[config.mk]
export PLATFORM = sky130hd
export DESIGN_NAME = sdc_ctrl
export DESIGN_NICKNAME = d
export VERILOG_FILES = /design/src/rtl/sdc_pkg.sv /design/src/rtl/sdc_ctrl.sv
export SDC_FILE = /design/constraint.sdc
export NUM_CORES = 1
export LEC_CHECK = 0
export BUFFER_PORTS_ARGS = -buffer_cell sky130_fd_sc_hd__buf_2
export CORE_AREA = 2 2 39 41
export CTS_CLUSTER_SIZE = 24
export DETAILED_ROUTE_END_ITERATION = 8
export DIE_AREA = 0 0 41 43
export PLACE_DENSITY_LB_ADDON = 0.25
export SKIP_CTS_REPAIR_TIMING = 1
export SYNTH_ARGS = -nofsm -noshare
export SYNTH_HDL_FRONTEND = slang
export SYNTH_SLANG_ARGS = --single-unit
export TNS_END_PERCENT = 50
[constraint.sdc]
create_clock -name clk -period 1.4 [get_ports clk]
set_clock_uncertainty 0.2 [all_clocks]
set_input_delay 0.28 -clock clk [delete_from_list [all_inputs] [get_ports clk]]
set_output_delay 0.28 -clock clk [all_outputs]
set_load 0.01 [all_outputs]
[src/rtl/sdc_pkg.sv]
package sdc_pkg;

  localparam int MANT_W     = 96;
  localparam int SCALE_W    = 5;
  localparam int CMD_W      = 3;
  localparam int CHUNK_W    = 24;
  localparam int NUM_CHUNKS = MANT_W / CHUNK_W;
  localparam int CHUNK_IDX_W = $clog2(NUM_CHUNKS);
  localparam int DIV_T_W    = CHUNK_W + 4;
  localparam int RECIP_W    = 29;
  localparam int RECIP_SH   = 32;
  localparam int PROD_W     = DIV_T_W + RECIP_W;

  localparam logic [RECIP_W-1:0] RECIP_TEN = 29'd429496730;
  localparam logic [31:0]        OVF_TOP   = 32'h1999_9999;
  localparam logic [31:0]        OVF_MID   = 32'h9999_9999;
  localparam logic [CHUNK_IDX_W-1:0] LAST_CHUNK = CHUNK_IDX_W'(NUM_CHUNKS - 1);

  localparam logic [CMD_W-1:0] CMD_LT = 3'd0;
  localparam logic [CMD_W-1:0] CMD_LE = 3'd1;
  localparam logic [CMD_W-1:0] CMD_GT = 3'd2;
  localparam logic [CMD_W-1:0] CMD_GE = 3'd3;
  localparam logic [CMD_W-1:0] CMD_EQ = 3'd4;
  localparam logic [CMD_W-1:0] CMD_NE = 3'd5;

  typedef enum logic [1:0] {
    ST_IDLE,
    ST_ALIGN,
    ST_DIV
  } state_t;

  typedef struct packed {
    logic load;
    logic mul;
    logic div;
    logic div_last;
    logic capture;
  } dp_ctrl_t;

  typedef struct packed {
    logic left_zero;
    logic near_ovf;
  } dp_status_t;

endpackage

[src/rtl/sdc_ctrl.sv]
module sdc_ctrl (
  input  logic                clk,
  input  logic                rst_n,
  input  logic                in_valid,
  output logic                in_ready,
  output logic                out_valid,
  input  logic                out_ready,
  input  sdc_pkg::dp_status_t status,
  output sdc_pkg::dp_ctrl_t   ctrl
);
  import sdc_pkg::*;

  state_t                 state_r;
  state_t                 state_nxt;
  logic [CHUNK_IDX_W-1:0] chunk_r;
  logic [CHUNK_IDX_W-1:0] chunk_nxt;
  logic                   out_valid_r;
  logic                   out_valid_nxt;
  logic                   slot_free;

  assign slot_free = ~out_valid_r | out_ready;

  always_comb begin
    state_nxt = state_r;
    case (state_r)
      ST_IDLE: begin
        if (in_valid) state_nxt = ST_ALIGN;
      end
      ST_ALIGN: begin
        if (status.left_zero) begin
          if (slot_free) state_nxt = ST_IDLE;
        end else if (status.near_ovf) begin
          state_nxt = ST_DIV;
        end
      end
      ST_DIV: begin
        if (chunk_r == LAST_CHUNK) state_nxt = ST_ALIGN;
      end
      default: state_nxt = ST_IDLE;
    endcase
  end

  always_comb begin
    ctrl     = '0;
    in_ready = 1'b0;
    case (state_r)
      ST_IDLE: begin
        in_ready  = 1'b1;
        ctrl.load = in_valid;
      end
      ST_ALIGN: begin
        ctrl.capture = status.left_zero & slot_free;
        ctrl.mul     = ~status.left_zero & ~status.near_ovf;
      end
      ST_DIV: begin
        ctrl.div      = 1'b1;
        ctrl.div_last = (chunk_r == LAST_CHUNK);
      end
      default: ctrl = '0;
    endcase
  end

  always_comb begin
    chunk_nxt = chunk_r;
    if (ctrl.div) begin
      chunk_nxt = ctrl.div_last ? '0 : chunk_r + 1'b1;
    end
    out_valid_nxt = out_valid_r;
    if (ctrl.capture) begin
      out_valid_nxt = 1'b1;
    end else if (out_ready) begin
      out_valid_nxt = 1'b0;
    end
  end

  always_ff @(posedge clk) begin
    if (!rst_n) begin
      state_r     <= ST_IDLE;
      chunk_r     <= '0;
      out_valid_r <= 1'b0;
    end else begin
      state_r     <= state_nxt;
      chunk_r     <= chunk_nxt;
      out_valid_r <= out_valid_nxt;
    end
  end

  assign out_valid = out_valid_r;

endmodule

==> results.tsv <==
metric	value	unit
clock-pin slew on the worst setup and hold paths	0.04	ns
synth unique cells	21	
DR iter-0 viols	1	
Critical Path AT	1.02	ns
Die H	43	µm
CTS root buf	clkbuf_4	
RSZ-0062 raised after global routing	yes	
GRT Overall Usage	7.75	%
Synth-to-Final Area Change	63.4	%
synth top area cells	dfxtp_1, a21boi_0, nor2_1	
top_reg_cell synth	dfxtp_1	
Initial Util	20.3	%
DRT Pass-1 Iters	2	
Least-Margin Pin Slew	0.173	ns
type of the worst min-delay path	in -> reg	
slack of the critical path	-0.104	ns
hold worst-path end	state_r[1]	
Reg-to-Reg End	chunk_r[0]	
Die ar.	0.00176	mm²
grt ovf	0	
worst-path fanout max	6	
htree depth	1	
synth warn	0	
via count	294	
DRT Wirelength	615	µm
DIE WIDTH	41	µm
initial antenna violation count	0	
Worst Min Path Start	rst_n	
Slew Viols, Final	0	
dpl cell area	368	µm²
maximum vdd drop	0.527	mV
Post-Synthesis Mean Instance Area	8.76	µm²
Via density	4.39	
residual DRC count	0	
asr flop ratio synth	0	%
fmax	665	MHz
Worst R2R Setup Slack	-0.05	ns
average wire per standard cell	9.18	µm
vias in the first global route	243	
Synth Instances	32	
CTS max path bufs	2	
CTS Buf Count	3	
most instantiated cells after synthesis	dfxtp_1, nor2_1, nand2_1, a21boi_0, and2_1	
GPL Wtd Cong	0.691	
Reg-to-Reg Start	state_r[0]	
outcome	complete, but fails checks	
TritonCTS clock tree	done	
Final period util	107	%
largest net degree at the start of global routing	7	
cell accounting for the most synthesized area	dfxtp_1	
multi-input logic area	198	µm²
share of layout cells above drive strength 1	54.9	%
Static Leak	0.204	nW
core area	0.00138	mm²
R2R cell count	5	
final instance area	458	µm²
PwrDens	874	mW/mm²
Finished Core Util	33.1	%
first-pass GRT wire length	876	µm
share of the synthesized area in the top cell type	35.7	%
I/O Pins	13	
row count	14	
Post-DRT Antenna Nets	0	
Net count, final	59	
Setup WS pre-CTS	0.0536	ns
port bufs	12	
Crit. End Element	output pin	
Mapped Area	280	µm²
Cells on Worst Hold Path	2	
Synth Register Bits	5	
sequential element share of the synthesized area	35.7	%
number of filler cells placed in the layout	160	
max-cap violations	0	
most common cell in the netlist	dfxtp_1	
startpoint type of the worst setup path	flip-flop	
clk sink count	5	
Setup CP Type	reg -> out	
minimum clock period	1.50	ns
Post-synth EDFFs	0	
register area	108	µm²
failing checks	setup timing	
syn nets	39	
Diodes inserted	0	
Slew headroom	88.5	%
final setup vio count	5	
WP data required	0.92	ns
final number of hold-violating endpoints	0	
worst-skew pair later-pin latency	0.24	ns
[per-layer routing]
metal / vias up / GRT usage (%) / share of wire, %
met3: 2 / 6.28 / 7.3
li1: 150 / - / -
met2: 7 / 10.3 / 45
met4: 0 / 4.00 / 0.81
met5: - / 0 / 0
met1: 135 / 8.41 / 47
[cell families after synthesis]
| group | Yosys count | share of synthesized area (%) |
|---|---|---|
| AO/OA/AOI/OAI | 7 | 17.4 |
| adder cells (fa/ha/maj) | 1 | 4.46 |
| buffers and inverters | 2 | 4.02 |
| flip-flops | 5 | 35.7 |
| AND/OR/NAND/NOR | 17 | 38.4 |
[flip-flops by register name, summed over array words and instances, names as in the netlist]
name	flops
chunk_r	2
out_valid	1
state_r	2
[through the flow]
step	setup TNS (ns)	hold slack, ns	power [mW]	cells
final	-0.376	0.105	0.400	67
after CTS	-0.862	0.108	0.390	65
after global routing	-0.721	0.0918	0.432	67
after global placement	0	0.265	0.222	61
after detailed placement	0	0.269	0.221	61
after floorplan	0	0.197	0.194	32
[cell type report]
type                            count  area share, %
Sequential cell                     5           23.5
Inverter                            1           1.37
Multi-Input combinational cell     25           43.2
Clock buffer                        4           5.74
Timing Repair Buffer               16           21.9
Tap cell                           16           4.37
[how the worst max path moves through the flow]
stage	from	end	cells past startpoint
after global routing	state_r[1]	ctrl[0]	3
after detailed placement	state_r[0]	ctrl[1]	4
after global placement	state_r[1]	chunk_r[0]	4
final	state_r[0]	ctrl[1]	4
after CTS	state_r[0]	ctrl[1]	4
after floorplan	state_r[1]	ctrl[3]	1
[worst max-delay path, cell delays in order, from the launching register on]
cell	delay (ns)
dfxtp_4	0.36
nand2b_4	0.14
inv_4	0.04
and2_1	0.12
buf_2	0.13
[layout by cell type (no fill, tap or decap)]
| cell | count |
|---|---|
| a21boi_0 | 2 |
| a21boi_1 | 1 |
| a21oi_1 | 1 |
| a2bb2oi_1 | 1 |
| and2_1 | 1 |
| and2_4 | 1 |
| and4bb_2 | 1 |
| buf_2 | 11 |
| buf_4 | 3 |
| buf_6 | 2 |
| clkbuf_1 | 1 |
| clkbuf_4 | 3 |
| dfxtp_1 | 3 |
| dfxtp_4 | 2 |
| ha_4 | 1 |
| inv_4 | 1 |
| nand2_1 | 3 |
| nand2b_1 | 1 |
| nand2b_4 | 1 |
| nand3b_1 | 1 |
| nor2_1 | 3 |
| nor2_4 | 1 |
| nor2b_1 | 1 |
| nor3b_1 | 1 |
| nor4b_2 | 1 |
| o21a_1 | 1 |
| o21ai_0 | 1 |
| or3_1 | 1 |
[power breakdown]
part,switching (mW),internal (mW)
logic,0.0319,0.0483
registers,0.00885,0.149
clock network,0.0552,0.108
total,0.0959,0.304
Power figures use the tool's default switching activity.
